**config.mk**
```make
export PLATFORM = sky130hd
export DESIGN_NAME = current_to_torque_interpolator
export DESIGN_NICKNAME = d
export VERILOG_FILES = /design/src/rtl/ctti_pkg.sv /design/src/rtl/ctti_front.sv /design/src/rtl/ctti_div.sv /design/src/rtl/current_to_torque_interpolator.sv
export SDC_FILE = /design/constraint.sdc
export NUM_CORES = 1
export LEC_CHECK = 0
export BUFFER_PORTS_ARGS = -buffer_cell sky130_fd_sc_hd__clkbuf_2
export CAP_MARGIN = 10
export CORE_MARGIN = 2
export CORE_UTILIZATION = 40
export DETAILED_ROUTE_END_ITERATION = 7
export HOLD_SLACK_MARGIN = 0.02
export PLACE_DENSITY_LB_ADDON = 0.2
export SLEW_MARGIN = 0
export SYNTH_ARGS = -nofsm -noshare
export SYNTH_HDL_FRONTEND = slang
export SYNTH_SLANG_ARGS = --single-unit
```
**constraint.sdc**
```tcl
create_clock -name clk_i -period 16.4 [get_ports clk_i]
set_input_delay 0.82 -clock clk_i [delete_from_list [all_inputs] [get_ports clk_i]]
set_output_delay 0.82 -clock clk_i [all_outputs]
set_load 0.01 [all_outputs]
```
**src/rtl/ctti_pkg.sv**
```systemverilog
// Shared constants, breakpoint table, types and helpers for the current-to-torque interpolator.
// No dependencies; every module of the block imports this package.
package ctti_pkg;

  // Breakpoints in use (2 to 64); the last one in use is where extrapolation starts
  localparam int TABLE_POINTS   = 25;
  localparam int MAX_POINTS     = 64;
  localparam int NPTS           = (TABLE_POINTS < 2) ? 2 :
                                  ((TABLE_POINTS > MAX_POINTS) ? MAX_POINTS : TABLE_POINTS);
  localparam int LAST           = NPTS - 1;
  localparam int IDX_W          = $clog2(MAX_POINTS);

  // Port field widths
  localparam int IQ_W           = 16;  // signed Q12.4 A
  localparam int TQ_W           = 15;  // unsigned Q7.8 Nm
  localparam int REGION_W       = 2;
  localparam int S_TDATA_W      = 16;
  localparam int M_TDATA_W      = 24;

  // Internal widths; currents in 1/160 A
  localparam int XS_W           = 19;  // 32767 * 10
  localparam int BP_W           = 17;  // 5470 * 16
  localparam int X_W            = 21;  // 4 * d + 25 for extrapolation
  localparam int NUM_W          = BP_W + 9;
  localparam int DEN_W          = BP_W + 1;
  localparam int QDIV_W         = 8;   // interpolation step is at most 128
  localparam int QEXT_W         = 16;
  localparam int TORQUE_STEP_SH = 7;   // 0.5 Nm = 128 in Q7.8
  localparam int BASE_W         = IDX_W + TORQUE_STEP_SH;
  localparam int SUM_W          = QEXT_W + 1;

  // floor(x / 50) = (x * ceil(2^27 / 50)) >> 27, exact for x < 2^21
  localparam int                RECIP_W  = 22;
  localparam logic [RECIP_W-1:0] RECIP_M = 22'd2684355;
  localparam int                RECIP_SH = 27;
  localparam int                PROD_W   = X_W + RECIP_W;
  localparam logic [X_W-1:0]    EXT_RND  = 21'd25;

  localparam logic [TQ_W-1:0]   TORQUE_MAX = '1;

  // Current breakpoints in tenths of an ampere
  localparam logic [12:0] BRK_DECI [MAX_POINTS] = '{
    13'd0,    13'd58,   13'd110,  13'd165,  13'd220,  13'd273,  13'd327,  13'd380,
    13'd435,  13'd490,  13'd548,  13'd605,  13'd664,  13'd730,  13'd795,  13'd860,
    13'd930,  13'd1000, 13'd1050, 13'd1120, 13'd1200, 13'd1280, 13'd1370, 13'd1470,
    13'd1570, 13'd1670, 13'd1770, 13'd1870, 13'd1970, 13'd2070, 13'd2170, 13'd2270,
    13'd2370, 13'd2470, 13'd2570, 13'd2670, 13'd2770, 13'd2870, 13'd2970, 13'd3070,
    13'd3170, 13'd3270, 13'd3370, 13'd3470, 13'd3570, 13'd3670, 13'd3770, 13'd3870,
    13'd3970, 13'd4070, 13'd4170, 13'd4270, 13'd4370, 13'd4470, 13'd4570, 13'd4670,
    13'd4770, 13'd4870, 13'd4970, 13'd5070, 13'd5170, 13'd5270, 13'd5370, 13'd5470
  };

  typedef enum logic [REGION_W-1:0] {
    REG_NEG = 2'd0,
    REG_TAB = 2'd1,
    REG_EXT = 2'd2
  } region_e;

  // Segment found by the front end
  typedef struct packed {
    region_e           region;
    logic              interp;
    logic [BASE_W-1:0] base;
    logic [BP_W-1:0]   d;
    logic [BP_W-1:0]   w;
    logic [X_W-1:0]    x;
  } seg_t;

  // Divider stage contents
  typedef struct packed {
    region_e           region;
    logic              interp;
    logic [BASE_W-1:0] base;
    logic [NUM_W-1:0]  rem;
    logic [DEN_W-1:0]  den;
    logic [QDIV_W-1:0] quo;
    logic [QEXT_W-1:0] qext;
  } div_t;

  // Breakpoint in 1/160 A
  function automatic logic [BP_W-1:0] bp16(input logic [IDX_W-1:0] k);
    return {BRK_DECI[k], 4'b0000};
  endfunction

endpackage

```
**src/rtl/ctti_front.sv**
```systemverilog
// Front end: sample scaling, parallel breakpoint compare, then segment selection.
// Two register stages; depends on ctti_pkg.
module ctti_front
  import ctti_pkg::*;
(
  input  logic            clk_i,
  input  logic            rst_ni,
  input  logic            valid_i,
  input  logic [IQ_W-1:0] iq_i,
  output logic            ready_o,
  output logic            valid_o,
  output seg_t            seg_o,
  input  logic            ready_i
);

  // stage A
  logic            va_q;
  logic            nega_q, nega_d;
  logic [XS_W-1:0] xs_q, xs_d;
  logic [NPTS-1:0] le_q, le_d;
  // stage B
  logic            vb_q;
  seg_t            seg_q, seg_d;

  logic            rdy_a, rdy_b;
  logic [IDX_W-1:0] k;
  logic [BP_W-1:0]  hi, lo;
  logic             exact;
  logic [XS_W-1:0]  xdiff;

  assign rdy_b   = !vb_q || ready_i;
  assign rdy_a   = !va_q || rdy_b;
  assign ready_o = rdy_a;

  // sample * 10 as shift-add, then compare against every breakpoint in use
  always_comb begin
    nega_d = iq_i[IQ_W-1];
    xs_d   = {1'b0, iq_i[IQ_W-2:0], 3'b000} + {3'b000, iq_i[IQ_W-2:0], 1'b0};
    for (int i = 0; i < NPTS; i++) begin
      le_d[i] = (xs_d <= {{(XS_W-BP_W){1'b0}}, bp16(IDX_W'(i))});
    end
  end

  // first breakpoint not below the sample
  always_comb begin
    k = IDX_W'(LAST);
    for (int i = NPTS - 1; i >= 0; i--) begin
      if (le_q[i]) begin
        k = IDX_W'(i);
      end
    end
  end

  always_comb begin
    hi    = bp16(k);
    lo    = bp16(k - 1'b1);
    exact = (k == '0) || (xs_q == {{(XS_W-BP_W){1'b0}}, hi});
    xdiff = xs_q - {{(XS_W-BP_W){1'b0}}, bp16(IDX_W'(LAST))};

    seg_d        = '0;
    seg_d.region = REG_NEG;
    if (nega_q) begin
      seg_d.region = REG_NEG;
    end else if (le_q[LAST]) begin
      seg_d.region = REG_TAB;
      seg_d.interp = !exact;
      seg_d.base   = exact ? {k, {TORQUE_STEP_SH{1'b0}}}
                           : {k - 1'b1, {TORQUE_STEP_SH{1'b0}}};
      seg_d.d      = xs_q[BP_W-1:0] - lo;
      seg_d.w      = hi - lo;
    end else begin
      seg_d.region = REG_EXT;
      seg_d.base   = {IDX_W'(LAST), {TORQUE_STEP_SH{1'b0}}};
      seg_d.x      = {xdiff[X_W-3:0], 2'b00} + EXT_RND;
    end
  end

  always_ff @(posedge clk_i or negedge rst_ni) begin
    if (!rst_ni) begin
      va_q <= 1'b0;
      vb_q <= 1'b0;
    end else begin
      if (rdy_a) va_q <= valid_i;
      if (rdy_b) vb_q <= va_q;
    end
  end

  always_ff @(posedge clk_i) begin
    if (rdy_a && valid_i) begin
      nega_q <= nega_d;
      xs_q   <= xs_d;
      le_q   <= le_d;
    end
    if (rdy_b && va_q) begin
      seg_q <= seg_d;
    end
  end

  assign valid_o = vb_q;
  assign seg_o   = seg_q;

endmodule

```
**src/rtl/ctti_div.sv**
```systemverilog
// Arithmetic pipeline: operand set-up with the extrapolation multiply, then a
// restoring divider with one quotient bit per stage. Depends on ctti_pkg.
module ctti_div
  import ctti_pkg::*;
(
  input  logic clk_i,
  input  logic rst_ni,
  input  logic valid_i,
  input  seg_t seg_i,
  output logic ready_o,
  output logic valid_o,
  output div_t res_o,
  input  logic ready_i
);

  localparam int NST = QDIV_W + 1;

  logic            v_q [NST];
  div_t            st_q [NST];
  div_t            st_d [NST];
  logic [NST:0]    rdy;
  logic [PROD_W-1:0] prod;
  logic [NUM_W-1:0]  trial;

  always_comb begin
    rdy[NST] = ready_i;
    for (int j = NST - 1; j >= 0; j--) begin
      rdy[j] = !v_q[j] || rdy[j+1];
    end
  end
  assign ready_o = rdy[0];

  always_comb begin
    // set-up stage: numerator 256*d + w, denominator 2*w, x/50 by reciprocal
    prod           = PROD_W'(seg_i.x) * PROD_W'(RECIP_M);
    st_d[0].region = seg_i.region;
    st_d[0].interp = seg_i.interp;
    st_d[0].base   = seg_i.base;
    st_d[0].rem    = {1'b0, seg_i.d, 8'h00} + NUM_W'(seg_i.w);
    st_d[0].den    = {seg_i.w, 1'b0};
    st_d[0].quo    = '0;
    st_d[0].qext   = prod[RECIP_SH +: QEXT_W];

    // divider stages, most significant quotient bit first
    trial = '0;
    for (int j = 1; j < NST; j++) begin
      trial   = NUM_W'(st_q[j-1].den) << (NST - 1 - j);
      st_d[j] = st_q[j-1];
      if (st_q[j-1].rem >= trial) begin
        st_d[j].rem              = st_q[j-1].rem - trial;
        st_d[j].quo[NST - 1 - j] = 1'b1;
      end
    end
  end

  always_ff @(posedge clk_i or negedge rst_ni) begin
    if (!rst_ni) begin
      for (int j = 0; j < NST; j++) v_q[j] <= 1'b0;
    end else begin
      if (rdy[0]) v_q[0] <= valid_i;
      for (int j = 1; j < NST; j++) begin
        if (rdy[j]) v_q[j] <= v_q[j-1];
      end
    end
  end

  always_ff @(posedge clk_i) begin
    if (rdy[0] && valid_i) st_q[0] <= st_d[0];
    for (int j = 1; j < NST; j++) begin
      if (rdy[j] && v_q[j-1]) st_q[j] <= st_d[j];
    end
  end

  assign valid_o = v_q[NST-1];
  assign res_o   = st_q[NST-1];

endmodule

```
**src/rtl/current_to_torque_interpolator.sv**
```systemverilog
// Current-to-torque interpolator: piecewise linear breakpoint lookup with extrapolation.
// From input transaction to output valid a sample passes two front-end stages,
// one set-up stage, eight divider stages (one quotient bit each), one output register.
// Throughput one transaction per cycle; each stage stalls only when it holds data
// that cannot move on. Reset (rst_ni, asynchronous) clears the valid bits only.
// Depends on ctti_pkg, ctti_front and ctti_div.
module current_to_torque_interpolator
  import ctti_pkg::*;
(
  input  logic                 clk_i,
  input  logic                 rst_ni,
  // sample stream
  input  logic                 s_axis_tvalid,
  output logic                 s_axis_tready,
  input  logic [S_TDATA_W-1:0] s_axis_tdata,   // [15:0] iq_current
  // torque stream
  output logic                 m_axis_tvalid,
  input  logic                 m_axis_tready,
  output logic [M_TDATA_W-1:0] m_axis_tdata    // [14:0] torque_estimate, [16:15] region
);

  logic            f_valid, f_ready;
  seg_t            f_seg;
  logic            d_valid, d_ready;
  div_t            d_res;

  // output register
  logic            ov_q;
  logic [TQ_W-1:0] tq_q, tq_d;
  region_e         reg_q;
  logic            rdy_o;
  logic [SUM_W-1:0] addend, sum;

  // Front end: the compare against every breakpoint in use is flat, the encode and
  // segment fetch follow one stage later.
  ctti_front u_front (
    .clk_i   (clk_i),
    .rst_ni  (rst_ni),
    .valid_i (s_axis_tvalid),
    .iq_i    (s_axis_tdata[IQ_W-1:0]),
    .ready_o (s_axis_tready),
    .valid_o (f_valid),
    .seg_o   (f_seg),
    .ready_i (f_ready)
  );

  // Interpolation quotient round(128*d/w) as (256d + w) div 2w, plus the
  // extrapolation term (4d + 25) div 50 carried alongside.
  ctti_div u_div (
    .clk_i   (clk_i),
    .rst_ni  (rst_ni),
    .valid_i (f_valid),
    .seg_i   (f_seg),
    .ready_o (f_ready),
    .valid_o (d_valid),
    .res_o   (d_res),
    .ready_i (d_ready)
  );

  assign rdy_o   = !ov_q || m_axis_tready;
  assign d_ready = rdy_o;

  // Base torque of the segment plus the region's step, saturated to Q7.8 max
  always_comb begin
    case (d_res.region)
      REG_EXT: addend = SUM_W'(d_res.qext);
      REG_TAB: addend = d_res.interp ? SUM_W'(d_res.quo) : '0;
      default: addend = '0;
    endcase
    sum  = SUM_W'(d_res.base) + addend;
    tq_d = (sum > SUM_W'(TORQUE_MAX)) ? TORQUE_MAX : sum[TQ_W-1:0];
  end

  always_ff @(posedge clk_i or negedge rst_ni) begin
    if (!rst_ni) begin
      ov_q <= 1'b0;
    end else if (rdy_o) begin
      ov_q <= d_valid;
    end
  end

  always_ff @(posedge clk_i) begin
    if (rdy_o && d_valid) begin
      tq_q  <= tq_d;
      reg_q <= d_res.region;
    end
  end

  assign m_axis_tvalid = ov_q;
  assign m_axis_tdata  = {{(M_TDATA_W - TQ_W - REGION_W){1'b0}}, reg_q, tq_q};

  // Negative current always comes out as zero torque
  a_neg_zero : assert property (@(posedge clk_i) disable iff (!rst_ni)
    ov_q && (reg_q == REG_NEG) |-> (tq_q == '0))
    else $error("negative-current transaction gave non-zero torque");

  // Inside the table torque never passes the last breakpoint's torque
  a_tab_bound : assert property (@(posedge clk_i) disable iff (!rst_ni)
    ov_q && (reg_q == REG_TAB) |-> (tq_q <= TQ_W'(LAST << TORQUE_STEP_SH)))
    else $error("interpolated torque beyond table end");

  // Input back-pressure only arises from a blocked output
  a_stall_src : assert property (@(posedge clk_i) disable iff (!rst_ni)
    !s_axis_tready |-> (m_axis_tvalid && !m_axis_tready))
    else $error("input stalled while output not blocked");

  // A blocked output with a full pipeline keeps the input stalled next cycle
  // unless the output is released in that cycle
  a_full_hold : assert property (@(posedge clk_i) disable iff (!rst_ni)
    !s_axis_tready && !m_axis_tready |=> (!s_axis_tready || m_axis_tready))
    else $error("pipeline drained while output blocked");

endmodule

```
==> parameters.txt, run 1 <==
Parameter                              Value

Synthesis
  Synth Area in Compound Gates    around a tenth
  Post-synth top area share    49.4%
  Unique masters post-synth    between 70 and 80
  Dominant combinational cell family by area after synthesis    adder cells
  Sequential share of the synthesized area    50.1%
  Simple logic cell fraction of the synthesized area    9.90%
  Synthesized-area fraction occupied by xor and xnor cells    3.96%
  Synth area leaders    sky130_fd_sc_hd__edfxtp_1 49%, sky130_fd_sc_hd__ha_1 13%, sky130_fd_sc_hd__fa_1 7.7%
  Synthesized netlist cell count    3247
  Mapped Area    38000 sq um
  Synth Register Bits    637
  Most instantiated flip-flop cell in the synthesis netlist    sky130_fd_sc_hd__edfxtp_1
  Area share of fa/ha/maj cells after synthesis    20.3%
  Count of flip-flops with a built-in enable after synthesis    625
  Mapped Avg Cell Area    ~12 sq um
  Multiplexer share of the synthesized area    less than 1%
  Synth warn    0
  Largest area contributor in the synthesized netlist    sky130_fd_sc_hd__edfxtp_1
  Async S/R FF share, synth    under 10%

Drt
  First-iteration detailed-routing DRC count    1302
  Post-detailed-route via-to-cell ratio    4.98
  Wirelength, routed    76.4 mm
  Pre-antenna DRT Iters    7
  Avg WL per Cell    16.4 microns
  Post-route DRC violation count    0
  Number of nets with antenna violations after detailed routing    0
  Vias    23169

Clock tree
  Clock sinks    637
  Setup Fix Bufs, Post-CTS    0
  Clock slew seen by the registers of the worst setup and hold paths    0.06 ns
  CTS Buffer Depth    3
  Maximum level of the CTS H-tree    3
  Inserted Clock Buffers    70
  Clock Latency Late Sink    0.64 ns
  Clk Tree Root Cell    sky130_fd_sc_hd__clkbuf_16
  Clock tree from TritonCTS    built
  Count of cells resized by post-cts repair    0
  Hold-fix buffers, CTS    0

Floorplanning
  Starting utilization of the core area    about two fifths
  Die boundary height    312 microns
  Chip width    312 microns
  Die area    between 90000 and 100000 sq um
  Total core area    roughly 95000 sq um
  # rows    113
  Total I/O pin count    46

Placement
  Port Buffer Count    38
  # placed instances    4520
  Placed cell areas    39800 sq um
  Routability-driven placement congestion ratio    just over 0.9
  Final HPWL from detailed placement    59.9 mm

Timing
  Max-Slew Margin vs Limit    between 20% and 30%
  Number of endpoints failing setup at the final stage    0
  Share of the clock period used by the worst path    roughly 43%
  Post-route setup TNS    0 ns
  Setup repair after global routing missed its margin    no
  Post-layout min period    7.08 ns
  Final Hold Violating Endpoints    0
  Fin Clk Skew    0.0457 ns
  Slew at the pin closest to its max-slew limit    1.05 ns
  Max Slew Vio Count    0
  Maximum clock frequency    about 140 MHz
  Min Hold Slack    0.0691 ns

Critical path
  Critical-path maximum fanout    6
  Crit-path max cell delay    0.62 ns
  Critical R2R Capture    u_div.st_q[0][15]
  Number of cells on the worst reg-to-reg path    20
  R2r setup slk    9.32 ns
  Startpoint class of the critical path    flip-flop
  Start of the worst register-to-register path    u_front.seg_o[9]
  Most prevalent standard cell on the critical path    sky130_fd_sc_hd__fa_1
  WS Path Type    reg -> reg
  Slowest cell on the critical path    sky130_fd_sc_hd__fa_1
  Arr. time, crit path    7.45 ns
  Type of destination of the critical path    flip-flop
  Series of cell instances along the critical path    fa_1 > inv_1 > fa_1 > inv_1 > fa_1 > fa_1 > fa_1 > fa_1 > ha_1 > ha_1 > nor2b_1 > o21ai_0 > o21ai_0 > a211oi_1 > a211oi_1 > o31a_1 > a41o_1 > or3_1 > a31oi_1 > xnor2_1
  Required time at the worst-slack endpoint    16.77 ns

Power and ir drop
  Highest ir drop seen on vdd    around 82 uV
  Leakage power figure    ~0.018 uW
  Pwr per Cell Area    148 nW/um^2

Global route
  Global-route wire length before repair    125 mm
  Total global routing overflow    0
  Maximum number of pins on one net before global-route repair    66
  Via count of the first global-routing pass    23337
  Total GRT Usage    between 10% and 20%
  Initial antenna violation count    0

Finish
  Final nets    3875
  End-of-flow core utilization    44.6%
  Most frequent cells in the layout    625 x sky130_fd_sc_hd__edfxtp_1, 416 x sky130_fd_sc_hd__inv_1, 381 x sky130_fd_sc_hd__ha_1
  Share of final-layout standard cells stronger than drive strength 1    6.44%
  Final standard cell count with taps included and fillers excluded    4649
  Area growth, synth to finish    11.0%
  Post-route cell area    between 40000 and 50000 sq um
  Most frequent standard cell in the layout excluding fill and tap cells    sky130_fd_sc_hd__edfxtp_1
  Count of antenna diodes in the layout    0

Run status
  Outcome    finished, final reports clean

Run
  Max cap viols    0

Worst hold path
  Kind of path behind the tightest hold check    in -> async
-- worst max-delay path: cells and delay by family (launching register included) --
family	cells	cell delay, ns
compound gates	7	1.88
simple gates	2	0.50
xor+xnor	1	0.08
flops	1	0.52
fa+ha+maj	8	3.72
buf+inv	2	0.14
-- worst max-delay path by stage --
stage | from | to | slack, ns | depth (start not counted)
finish | u_front.seg_o[9] | u_div.st_q[0][15] | 9.32 | 20
global route | u_front.seg_o[10] | u_div.st_q[0][15] | 8.82 | 20
CTS | u_front.seg_o[9] | u_div.st_q[0][15] | 9.20 | 20
detailed placement | u_front.seg_o[9] | u_div.st_q[0][15] | 9.19 | 20
global placement | u_front.seg_o[9] | u_div.st_q[0][15] | 9.23 | 20
floorplan | u_front.seg_o[9] | u_div.st_q[0][15] | 9.88 | 20
-- layer usage --
layer	vias up	GRT usage, %	wire [microns]
met5	-	0	0
met4	0	5.22	2240
met3	132	2.46	2590
met2	378	28.1	38100
met1	10903	20.1	33400
li1	11756	-	-
-- power by group --
part           switching, uW  internal [uW]
clock network            654            948
registers                193           2360
logic                   1200            871
total                   2040           4180
-- kinds of logic after synthesis --
kind of cell,after synthesis
DFF,637
AOI/OAI and AO/OA,624
adders and majority gates,529
and+or+nand+nor,783
buffers and inverters,483
xor gates and xnor gates,171
muxes,19
other,1
-- sequential cells by signal, indices dropped and copies added (netlist names) --
register,flops
m_axis_tvalid,1
reg_q,2
tq_q,15
u_div.st_q,507
u_div.v_q,8
u_div.valid_o,1
u_front.le_q,25
u_front.nega_q,1
u_front.seg_o,57
u_front.va_q,1
u_front.valid_o,1
u_front.xs_q,18
-- Yosys cell counts (all sizes together) (5+ instances only) --
master,instances
edfxtp,625
inv,417
ha,381
nor2,232
nand2,214
o21ai,179
a21oi,169
fa,147
xnor2,112
xor2,59
clkbuf,50
nor3,50
a21o,45
nand2b,42
nand3,36
nand4,36
nor2b,29
o31ai,29
nor4,28
and2,27
a211oi,25
a31oi,22
o21bai,20
or2,19
and3,17
or3,16
a21boi,15
o21a,14
or4,14
a22oi,12
dfrtp,12
mux2i,12
o211ai,12
buf,11
o41ai,9
a2111oi,7
a221oi,7
mux2,7
nand3b,7
a41o,6
o2111ai,6
o22ai,6
a211o,5
clkinv,5
-- area by class of cell --
class	count	area, sq um
Timing Repair Buffer	63	378
Clock buffer	88	1820
Multi-Input combinational cell	2133	17200
Inverter	422	1590
Sequential cell	637	19100
Fill cell	8718	52400
Tap cell	1265	1580
Clock inverter	41	587
-- stage by stage --
stage          power (uW)  setup WS (ns)
2_1_floorplan        4140           9.88
3_3_place_gp         4660           9.23
3_5_place_dp         4670           9.19
4_1_cts              6320           9.20
5_1_grt              6730           8.82
6_report             6230           9.32
Power figures use the tool's default switching activity.
==> run 2: changes to the inputs <==
- clock period: 16.4 -> 6.45 ns (I/O delays scaled with it)
==> parameters.txt, run 2 (synthesis results as in run 1) <==
Parameter                              Value

Power and ir drop
  Gate power share    between 30% and 40%
  Sw Pwr    5280 uW
  Internal Power    10700 uW
  Pwr per Cell Area    371 nW/um^2
  Clock group share of total power    24.6%
  Leakage power figure    0.0182 uW
  Sequential power share    40.6%
  Net switching share of the total power    around a third
  Highest ir drop seen on vdd    approximately 220 uV

Finish
  Number of flip-flops in the largest register    507
  End-of-flow core utilization    45.5%
  Most frequent cells in the layout    625 x sky130_fd_sc_hd__edfxtp_1, 411 x sky130_fd_sc_hd__inv_1, 365 x sky130_fd_sc_hd__ha_1
  Final standard cell count with taps included and fillers excluded    4747
  Final nets    3972
  Count of antenna diodes in the layout    0
  Most frequent standard cell in the layout excluding fill and tap cells    sky130_fd_sc_hd__edfxtp_1
  Area growth, synth to finish    13.2%
  Largest register by flop count    u_div.st_q
  Share of final-layout standard cells stronger than drive strength 1    9.91%

Timing
  Maximum clock frequency    158 MHz
  Min Hold Slack    approximately 0.075 ns
  Setup repair after global routing missed its margin    yes
  Max Slew Vio Count    0
  Final Hold Violating Endpoints    0
  Max-Slew Margin vs Limit    between 20% and 30%
  Post-layout min period    ~6.3 ns
  Slew at the pin closest to its max-slew limit    1.11 ns
  Share of the clock period used by the worst path    98.2%
  Number of endpoints failing setup at the final stage    0
  Fin Clk Skew    roughly 0.030 ns

Critical path
  Type of destination of the critical path    flip-flop
  Slowest cell on the critical path    sky130_fd_sc_hd__fa_1
  Number of cells on the worst reg-to-reg path    21
  WS Path Type    reg -> reg
  Kind of cell adding the most delay to the critical path    adder cells
  Most prevalent standard cell on the critical path    sky130_fd_sc_hd__fa_1
  Arr. time, crit path    between 6 and 7 ns
  Startpoint class of the critical path    flip-flop
  Crit path depth    21
  Crit-path max cell delay    0.58 ns
  Series of cell instances along the critical path    buf_6 > ha_2 > fa_1 > inv_1 > fa_1 > fa_1 > inv_2 > fa_2 > fa_2 > ha_2 > ha_1 > a2111o_1 > a31o_2 > a211oi_4 > buf_6 > a211oi_4 > o31a_1 > a41o_1 > or3_4 > a31oi_4 > xnor2_1
  Number of buffer and inverter instances along the worst setup path    4
  Critical-path maximum fanout    5
  Required time at the worst-slack endpoint    roughly 7 ns

Drt
  Avg WL per Cell    16.4 microns
  Wirelength, routed    77.6 mm
  Number of nets with antenna violations after detailed routing    0
  Vias    23574
  Post-route DRC violation count    0
  Pre-antenna DRT Iters    5
  Post-detailed-route via-to-cell ratio    4.97
  First-iteration detailed-routing DRC count    1436

Clock tree
  Clock sinks    637
  Maximum level of the CTS H-tree    3
  Inserted Clock Buffers    71
  Clock slew seen by the registers of the worst setup and hold paths    0.06 ns
  CTS Buffer Depth    3
  Clk Tree Root Cell    sky130_fd_sc_hd__clkbuf_16
  Clock Latency Late Sink    ~0.62 ns
  Clock tree from TritonCTS    built

Placement
  Routability-driven placement congestion ratio    between 0.9 and 1
  Final HPWL from detailed placement    61.2 mm
  # placed instances    4604
  Port Buffer Count    38

Floorplanning
  Chip width    312 microns
  # rows    113
  Die boundary height    roughly 310 microns
  Total I/O pin count    46
  Die area    97600 sq um
  Starting utilization of the core area    40.2%
  Total core area    about 95000 sq um

Global route
  Initial antenna violation count    0
  Total global routing overflow    0
  Via count of the first global-routing pass    23892
  Total GRT Usage    16.2%
  Maximum number of pins on one net before global-route repair    66
  Global-route wire length before repair    126 mm

Worst hold path
  Kind of path behind the tightest hold check    in -> reg
  Number of cells on the worst hold path    1

Run
  Max cap viols    0

Run status
  Outcome    finished, final reports clean
## run 2: cell types whose count changed in the layout (fill, tap and decap cells not counted), moves of 5 or more
cell	change
sky130_fd_sc_hd__inv_2	+5
sky130_fd_sc_hd__buf_6	+6
sky130_fd_sc_hd__ha_4	+8
sky130_fd_sc_hd__fa_1	-5
sky130_fd_sc_hd__ha_2	+8
sky130_fd_sc_hd__inv_1	-5
sky130_fd_sc_hd__buf_4	+86
sky130_fd_sc_hd__ha_1	-16
sky130_fd_sc_hd__fa_2	+5
## run 2: path summary, 6_finish.rpt
check | start | endpoint | slack [ns]
max | u_front.seg_o[6] | u_div.st_q[0][15] | 0.12
min | s_axis_tdata[0] | u_front.xs_q[1] | 0.08
max reg2reg | u_front.seg_o[6] | u_div.st_q[0][15] | 0.12
min reg2reg | u_div.st_q[0][334] | u_div.st_q[0][418] | 0.39
max in group asynchronous | rst_ni | u_div.v_q[6] | 6.05
min in group asynchronous | rst_ni | u_div.v_q[1] | 0.14
## run 2: power groups by stage
stage / Combinational, uW / Clock [uW] / Sequential (uW)
2_1_floorplan: 4100 / 0 / 6430
3_3_place_gp: 5360 / 0 / 6580
3_5_place_dp: 5380 / 0 / 6600
4_1_cts: 5460 / 4060 / 6510
5_1_grt: 6390 / 4230 / 6620
6_report: 5560 / 3940 / 6500
## run 2: cell type report
| class | count | area [sq um] |
|---|---|---|
| multi-input combinational | 2133 | 17400 |
| tap | 1265 | 1580 |
| inverter | 422 | 1590 |
| fill | 8662 | 51500 |
| timing repair buffer | 159 | 1130 |
| clock inverter | 38 | 417 |
| clock buffer | 93 | 1890 |
| sequential | 637 | 19100 |
## run 2: per-stage QoR
step / cell area, sq um / total power, uW / worst slack (ns) / TNS, ns
3_3_place_gp: 40400 / 11900 / -0.289 / -0.439
4_1_cts: 42800 / 16000 / 0.0180 / 0
3_5_place_dp: 40400 / 12000 / -0.341 / -0.566
5_1_grt: 43100 / 17200 / -0.0910 / -0.101
2_1_floorplan: 38100 / 10500 / 0.0157 / 0
6_report: 43100 / 16000 / 0.117 / 0
## run 2: metal layers
layer  vias up  part of all wire, %  global-route usage, %
li1      11955                    -                      -
met1     11010                   44                   20.2
met2       443                   49                   27.9
met3       166                  4.0                   2.85
met4         0                  3.9                   6.38
met5         -                    0                      0
## run 2: repair_timing
item | 4_1_cts | 5_1_grt
pin swaps | 15 | 26
setup endpoints to repair | 4 | 4
hold buffers | 4 | 0
resized for setup | 11 | 39
endpoints found under the hold margin | 15 | 0
buffers inserted | 2 | 6
==> run 3: changes to the inputs <==
- PLACE_DENSITY_LB_ADDON: 0.2 -> 0.08
==> parameters.txt, run 3 (synthesis results as in run 1) <==
Parameter                              Value

Run status
  Outcome    finished, final reports clean

Critical path
  Crit-path max cell delay    0.58 ns
  Start of the worst register-to-register path    u_front.seg_o[10]
  Slowest cell on the critical path    sky130_fd_sc_hd__fa_1
  Most prevalent standard cell on the critical path    sky130_fd_sc_hd__fa_1
  Startpoint class of the critical path    flip-flop
  R2r setup slk    ~0.071 ns
  Critical-path maximum fanout    4
  Critical R2R Capture    u_div.st_q[0][15]
  Required time at the worst-slack endpoint    6.82 ns
  Number of cells on the worst reg-to-reg path    26
  WS Path Type    reg -> reg
  Arr. time, crit path    6.75 ns
  Type of destination of the critical path    flip-flop

Placement
  Port Buffer Count    38
  Routability-driven placement congestion ratio    0.879
  Final HPWL from detailed placement    69.4 mm
  Placed cell areas    40500 sq um

Finish
  Most frequent standard cell in the layout excluding fill and tap cells    sky130_fd_sc_hd__edfxtp_1
  Area growth, synth to finish    13.9%
  Most frequent cells in the layout    625 x sky130_fd_sc_hd__edfxtp_1, 413 x sky130_fd_sc_hd__inv_1, 364 x sky130_fd_sc_hd__ha_1
  Count of antenna diodes in the layout    0
  Share of final-layout standard cells stronger than drive strength 1    10.3%
  Post-route cell area    between 40000 and 50000 sq um
  End-of-flow core utilization    a little under half
  Final nets    3990
  Largest register by flop count    u_div.st_q
  Number of flip-flops in the largest register    507

Drt
  Post-detailed-route via-to-cell ratio    around 5.1
  Wirelength, routed    a little under 90 mm
  Number of nets with antenna violations after detailed routing    0
  Pre-antenna DRT Iters    5
  Post-route DRC violation count    0
  Avg WL per Cell    18.7 microns
  First-iteration detailed-routing DRC count    1516
  Vias    24343

Global route
  Maximum number of pins on one net before global-route repair    64
  Total GRT Usage    18.4%
  Global-route wire length before repair    140 mm
  Via count of the first global-routing pass    25099
  Initial antenna violation count    6
  Total global routing overflow    0

Timing
  Max Slew Vio Count    0
  Share of the clock period used by the worst path    a little over nine tenths
  Max-Slew Margin vs Limit    a little under a quarter
  Post-layout min period    6.38 ns
  Slew at the pin closest to its max-slew limit    approximately 1.1 ns
  Number of endpoints failing setup at the final stage    0
  Fin Clk Skew    0.0373 ns
  Final Hold Violating Endpoints    0
  Setup repair after global routing missed its margin    yes
  Maximum clock frequency    157 MHz

Worst hold path
  End point of the worst hold path    u_front.xs_q[16]
  Kind of path behind the tightest hold check    in -> reg
  Number of cells on the worst hold path    2
  Startpoint of the worst hold path    s_axis_tdata[13]

Clock tree
  Clock slew seen by the registers of the worst setup and hold paths    0.06 ns
  Clock sinks    637
  Inserted Clock Buffers    between 70 and 80
  Maximum level of the CTS H-tree    3
  CTS Buffer Depth    3
  Clock tree from TritonCTS    built
  Clock Latency Late Sink    0.65 ns
  Clk Tree Root Cell    sky130_fd_sc_hd__clkbuf_16

Run
  Max cap viols    0

Floorplanning
  Die boundary height    312 microns
  Die area    97600 sq um
  Starting utilization of the core area    40.2%
  Chip width    around 310 microns
  Total core area    94600 sq um
  # rows    113
  Total I/O pin count    46

Power and ir drop
  Leakage power figure    ~0.018 uW
  Pwr per Cell Area    381 nW/um^2
  Highest ir drop seen on vdd    roughly 180 uV
[run 3: where the power goes]
group | total, uW | switching [uW] | internal [uW]
Combinational | 5880 | 3380 | 2500
Sequential | 6530 | 519 | 6010
Clock | 4080 | 1730 | 2360
[run 3: what timing repair did]
action / in CTS / in global routing
gates cloned: 0 / 0
hold buffers: 6 / 0
hold endpoints to repair: 18 / 0
setup buffers: 4 / 7
gates resized for setup: 19 / 30
pin swaps: 16 / 38
setup endpoints to repair: 4 / 7
[run 3: layout make-up]
type	instances	area, sq um
clock buffers	84	1910
well taps	1265	1580
clock inverters	46	447
fillers	8719	51300
inverters	422	1590
multi-input cells	2133	17500
repair buffers	173	1230
flip-flops and latches	637	19100
[run 3: worst max-delay path by stage]
stage,from,endpoint,slack [ns]
2_1_floorplan,u_front.seg_o[9],u_div.st_q[0][15],0.02
3_3_place_gp,u_front.seg_o[9],u_div.st_q[0][15],-0.27
3_5_place_dp,u_front.seg_o[19],u_div.st_q[0][15],-0.28
4_1_cts,u_front.seg_o[10],u_div.st_q[0][15],0.06
5_1_grt,u_front.seg_o[10],u_div.st_q[0][15],-0.16
6_report,u_front.seg_o[10],u_div.st_q[0][15],0.07
[run 3: worst max-delay path: cells and delay by family, from the launching register on]
family          cells  cell delay, ns
fa+ha+maj           8            3.33
compound gates      6            1.15
buf+inv             9            0.69
simple gates        2            0.44
flops               1            0.42
xor+xnor            1            0.07
[run 3: through the flow]
stage / TNS [ns] / instances / worst slack (ns) / power, uW / hold WS [ns]
final: 0 / 4760 / 0.0708 / 16500 / 0.116
after global routing: -0.224 / 4760 / -0.159 / 17700 / 0.123
after CTS: 0 / 4753 / 0.0571 / 16500 / 0.0649
after detailed placement: -0.435 / 4613 / -0.283 / 12200 / 0.235
after global placement: -0.412 / 4613 / -0.269 / 12100 / 0.217
after floorplan: 0 / 3253 / 0.0157 / 10500 / 0.0269
[run 3: routing by layer]
layer / part of all wire [%] / vias to the layer above / track usage, %
met4: 2.7 / 0 / 6.05
met3: 4.1 / 126 / 2.76
li1: - / 11994 / -
met1: 45 / 11777 / 24.2
met5: 0 / - / 0
met2: 48 / 446 / 31.1
